--- src/rtl/bjtem_pkg.sv ---
`default_nettype none
package bjtem_pkg;

    localparam logic [63:0] LOG2E_Q30    = 64'd1549082005;
    localparam logic [63:0] LN2_Q30      = 64'd744261118;
    localparam logic [63:0] ONE_Q30      = 64'd1073741824;
    localparam logic signed [29:0] ARG_LIMIT = 30'sd2621440;

    localparam logic [31:0] RST_SAT_CURRENT = 32'd184467;
    localparam logic [23:0] RST_INV_VT      = 24'd2535000;
    localparam logic [16:0] RST_INV_BF      = 17'd328;
    localparam logic [16:0] RST_INV_BR      = 17'd32768;

    typedef enum logic [1:0] {
        CFG_SAT_CURRENT = 2'd0,
        CFG_INV_VT      = 2'd1,
        CFG_INV_BF      = 2'd2,
        CFG_INV_BR      = 2'd3
    } t_cfg_idx;

    typedef struct packed {
        logic signed [23:0] node_voltage_a;
        logic signed [23:0] node_voltage_b;
    } t_item;

    typedef struct packed {
        logic signed [63:0] first_current;
        logic signed [63:0] second_current;
        logic signed [63:0] jac_aa;
        logic signed [63:0] jac_ab;
        logic signed [63:0] jac_ba;
        logic signed [63:0] jac_bb;
    } t_result;

    // Mantissa in Q.30 and power-of-two exponent of one exponential.
    typedef struct packed {
        logic        [31:0] m;
        logic signed [7:0]  n;
    } t_exp;

    // Saturation current, thermal reciprocal and products of the saturation current with the gain coefficients.
    typedef struct packed {
        logic [31:0] is_q;
        logic [23:0] ivt;
        logic [48:0] pf;
        logic [48:0] pr;
        logic [49:0] ps;
        logic [8:0]  one_f;
        logic [8:0]  one_r;
        logic [7:0]  one_p1;
        logic [9:0]  one_ps;
    } t_coef;

    // Saturated magnitudes of the exponential terms.
    typedef struct packed {
        logic [62:0] a;
        logic [62:0] b;
        logic [62:0] e;
        logic [62:0] f;
        logic [62:0] j1;
        logic [62:0] j2;
        logic [62:0] j3;
        logic [62:0] j4;
    } t_terms;

    // Right shift followed by saturation of the magnitude at 2^63-1.
    function automatic logic [62:0] shr_sat(input logic [105:0] p, input logic [7:0] r);
        logic [105:0] s;
        s = p >> r;
        return (|s[105:63]) ? {63{1'b1}} : s[62:0];
    endfunction

    function automatic logic signed [63:0] sat_add(input logic signed [63:0] a,
                                                   input logic signed [63:0] b);
        logic signed [64:0] s;
        s = {a[63], a} + {b[63], b};
        if (s[64] != s[63]) begin
            return s[64] ? {1'b1, 63'd0} : {1'b0, {63{1'b1}}};
        end
        return s[63:0];
    endfunction

    function automatic logic signed [63:0] mag(input logic [62:0] x);
        return $signed({1'b0, x});
    endfunction

endpackage
`default_nettype wire

--- src/rtl/bjtem_sum.sv ---
`default_nettype none
module bjtem_sum import bjtem_pkg::*; (
    input  wire logic   i_clk,
    input  wire t_terms i_terms,
    input  wire t_coef  i_coef,
    output t_result     o_result
);

    logic signed [63:0] r_f1, r_s1, r_aa1, r_ab1, r_ba1, r_bb1;
    logic signed [63:0] r_f2, r_s2, r_aa2, r_ab2, r_ba2, r_bb2;
    t_result r_res;

    // Saturating sums are taken strictly in order, one addition per stage.
    always_ff @(posedge i_clk) begin
        r_f1  <= sat_add(mag(i_terms.a), mag(i_terms.b));
        r_s1  <= sat_add(mag(i_terms.e), -mag(i_terms.f));
        r_aa1 <= sat_add(-mag(i_terms.j1), -mag(i_terms.j2));
        r_ba1 <= sat_add(-mag(i_terms.j3), mag(i_terms.j4));
        r_ab1 <= mag(i_terms.j1);
        r_bb1 <= -mag(i_terms.j4);

        r_f2  <= sat_add(r_f1, -$signed({55'd0, i_coef.one_f}));
        r_s2  <= sat_add(r_s1, -$signed({56'd0, i_coef.one_p1}));
        r_aa2 <= r_aa1;
        r_ab2 <= r_ab1;
        r_ba2 <= r_ba1;
        r_bb2 <= r_bb1;

        r_res.first_current  <= sat_add(r_f2, -$signed({55'd0, i_coef.one_r}));
        r_res.second_current <= sat_add(r_s2, $signed({54'd0, i_coef.one_ps}));
        r_res.jac_aa         <= r_aa2;
        r_res.jac_ab         <= r_ab2;
        r_res.jac_ba         <= r_ba2;
        r_res.jac_bb         <= r_bb2;
    end

    assign o_result = r_res;

endmodule
`default_nettype wire

--- config.mk ---
export PLATFORM = sky130hd
export DESIGN_NAME = bjtem_sum
export DESIGN_NICKNAME = d
export VERILOG_FILES = /design/src/rtl/bjtem_pkg.sv /design/src/rtl/bjtem_sum.sv
export SDC_FILE = /design/constraint.sdc
export NUM_CORES = 2
export LEC_CHECK = 0
export BUFFER_PORTS_ARGS = -buffer_cell sky130_fd_sc_hd__buf_2
export CORE_MARGIN = 2
export CORE_UTILIZATION = 25
export CTS_BUF_LIST = sky130_fd_sc_hd__clkbuf_2
export DETAILED_ROUTE_END_ITERATION = 16
export PLACE_DENSITY = 0.51
export SYNTH_ARGS = -nofsm -noshare
export SYNTH_HDL_FRONTEND = slang
export SYNTH_SLANG_ARGS = --single-unit
--- constraint.sdc ---
create_clock -name i_clk -period 8.85 [get_ports i_clk]
set_input_delay 0.4425 -clock i_clk [delete_from_list [all_inputs] [get_ports i_clk]]
set_output_delay 0.4425 -clock i_clk [all_outputs]
set_load 0.05 [all_outputs]
==> flow_summary_export.csv <==
group,metric,value,unit
run_status,status,"finished clean",
placed_design,io_buffers,923,
timing,hold_violations,0,
timing,finalCriticalPeriod,8.00,ns
synthesis,ys.flop_type,"dfxtp_1",
setup_path,end_kind,"register",
synthesis,synth_top_area_frac,0.389,
cts,clockBufferDepth,4,
cts,clkTransAtPathRegs,0.11,ns
timing,setup_viol,0,
cells_and_area,drive_gt1_frac,0.155,
global_routing,grt_pass1_wl,373000,µm
cells_and_area,multiInputGateArea,34600,µm²
global_routing,met2_usage,0.342,
setup_path,r2r-start,"r_f1[0]$_SDFF_PP1_",
global_routing,antenna_found_initial,57,
route,drt-initial-drc-count,3572,
global_routing,grt_usage,0.198,
setup_path,path_class,"input pin to register",
global_routing,grt-ovfl-total,0,
power_and_ir_drop,p_leak,37.0,nW
setup_path,worstPathRequired,10.43,ns
setup_path,crit_family,"simple AND/OR/NAND/NOR gates",
synthesis,yosysWarnings,0,
placed_design,place_inst,10600,
synthesis,synth_cell_types,86,
cells_and_area,fin_util,0.373,
route,avgRoutedWirePerCell,19.1,µm
timing,worstMarginPinSlew,1.24,ns
hold_path,holdPathStages,0,
power_and_ir_drop,peakVddDrop,0.259,mV
cts,cts.sinks,1149,
synthesis,seq_area_frac_synth,0.389,
setup_path,start_kind,"input pin",
synthesis,synthMostInstantiatedCell,"dfxtp_1",
global_routing,grt-busiest-layer,"met2",
cts,cts_tree,"done",
global_routing,grt_pass1_vias,63000,
hold_path,hp-class,"register to register",
synthesis,ys_top_cells_by_count,"dfxtp_1 (1149), a21oi_1 (692), nand2_1 (582)",
cells_and_area,nets,10700,
synthesis,async_reset_ff_frac,0,
setup_path,r2r_cells,14,
floorplan,ios,1129,
setup_path,critPathBufInv,6,
global_routing,grt_max_degree,64,
floorplan,start_util,0.251,
synthesis,ys_ff_latch,1149,
synthesis,synth_edf_count,0,
timing,drv_slew,0,
synthesis,synthTopCellsByArea,"dfxtp_1 (39%), ha_1 (9.9%), xnor2_1 (7.3%)",
setup_path,rrSetupSlack,3.52,ns
timing,rsz0062_at_grt,"no",
cts,worstSkewPairLatency,1.78,ns
setup_path,startpoint,"i_terms[154]",
setup_path,cp_data_arrival_time,9.59,ns
timing,fmax,0.125,GHz
floorplan,coreArea,235000,µm²
floorplan,die_h,490,µm
setup_path,r2r-end,"r_f2[3]$_DFF_P_",
route,routed_wirelength,247000,µm
cts,cts-hold-fix-buffers,1764,
route,drc_errors,0,
cells_and_area,area_growth_syn_to_layout,48.4,%
synthesis,yosysTopAreaCell,"dfxtp_1",
timing,slew_headroom,0.169,
hold_path,min_from,"r_ba2[21]$_DFF_P_",
floorplan,row_count,178,
setup_path,cpMostUsedCell,"dlygate4sd3_1",
cts,cts_htree_levels,5,
setup_path,worstPathMaxFanout,8,
synthesis,synth_area,59100,µm²
global_routing,use_met3,0.0438,
floorplan,die_area,240000,µm²
synthesis,syn_area_per_cell,8.77,µm²
job,cap_violations,0,
cells_and_area,register_area,23000,µm²
route,vias,61400,
floorplan,die-width,490,µm
setup_path,critPathSlowestCell,"dlygate4sd3_1",
cts,cts_root_buf,"clkbuf_2",
cts,post_cts_buffers,0,
route,dr.pass1.iters,5,
power_and_ir_drop,total_power,0.0206,W
placed_design,dp_hpwl,188000,µm
cts,numCtsBuffers,320,
route,drt-vias-per-instance,4.74,
timing,skew,0.264,ns
power_and_ir_drop,powerDensity,235,nW/µm²
cts,ctsResizeCount,0,
cells_and_area,stdcell_area,87700,µm²
hold_path,worst_hold_path.endpoint,"o_result[85]$_DFF_P_",
synthesis,postSynthCellCount,6736,
setup_path,cp_slowest_stage_delay,0.63,ns
placed_design,dpl_cell_area,67000,µm²
route,ant_nets,0,
placed_design,place.gp.congestion,0.926,
timing,post-route-period-util,0.904,
cells_and_area,fillers,24000,
global_routing,grt_use_met1,0.232,
cells_and_area,final_cells,12900,
timing,tns,0,ns
state kept, by name (all words and copies together) (netlist names):
| register | cells |
|---|---|
| r_bb2 | 64 |
| r_ba2 | 64 |
| o_result | 383 |
| r_aa2 | 64 |
| r_ba1 | 64 |
| r_bb1 | 64 |
| r_ab2 | 63 |
| r_aa1 | 64 |
| r_s1 | 64 |
| r_f1 | 64 |
| r_f2 | 64 |
| r_s2 | 64 |
| r_ab1 | 63 |
layout make-up:
class,instances,share of cell area
Antenna cell,57,0.00163
Clock buffer,431,0.0246
Inverter,160,0.00685
Tap cell,3150,0.0449
Multi-Input combinational cell,5168,0.395
Clock inverter,95,0.00807
Sequential cell,1149,0.262
Timing Repair Buffer,2724,0.257
metrics by stage:
step / setup slack [ns] / hold WS (ns)
floorplan: 2.30 / 0.310
global placement: 1.47 / 0.310
detailed placement: 1.43 / 0.312
CTS: 1.36 / 0.000922
global route: 0.654 / 0.0961
finish: 0.846 / 0.202
logic make-up (layout without fill, tap and decap cells):
logic type      Yosys count  in the layout  synth area share
flops                  1149           1149             0.389
xor+xnor                777            777             0.115
mux                       6              6           0.00106
compound gates         1948           1948             0.201
simple gates           1941           1941             0.162
fa+ha+maj               494            494             0.105
other cells               1             59         0.0000635
buf+inv                 420           3410            0.0268
worst max-delay path by stage:
stage                        endpoint  slack [ns]  cells after the start
finish               r_aa1[0]$_DFF_P_        0.85                     27
global route         r_aa1[0]$_DFF_P_        0.65                     26
CTS                 r_ba1[53]$_DFF_P_        1.36                     25
detailed placement  r_aa1[54]$_DFF_P_        1.43                     23
global placement    r_aa1[43]$_DFF_P_        1.47                     22
floorplan           r_aa1[47]$_DFF_P_        2.30                     24
placed cells by master, fill, tap and decap left out, drive strengths merged, types with 57 or more instances in the layout:
cell type and n:
a21o 257, a21oi 692, and3 59, buf 960, clkbuf 431, clkinv 76
dfxtp 1149, diode 57, dlygate4sd3 1764, ha 468, inv 165, nand2 582
nand2b 61, nand3 140, nand4 143, nor2 387, nor2b 58, nor3 182
nor4 65, o21ai 490, o21bai 89, or3 82, xnor2 490, xor2 287
report_power, final:
| part | switching, W | internal (W) | total, W |
|---|---|---|---|
| clock | 0.00229 | 0.00167 | 0.00395 |
| sequential | 0.000633 | 0.00637 | 0.00700 |
| combinational | 0.00586 | 0.00379 | 0.00964 |
per-layer routing:
layer | routed length (µm) | vias to the layer above
li1 | - | 30000
met1 | 103000 | 28900
met2 | 118000 | 2012
met3 | 15200 | 485
met4 | 11400 | 14
met5 | 85 | -
Power figures use the tool's default switching activity.
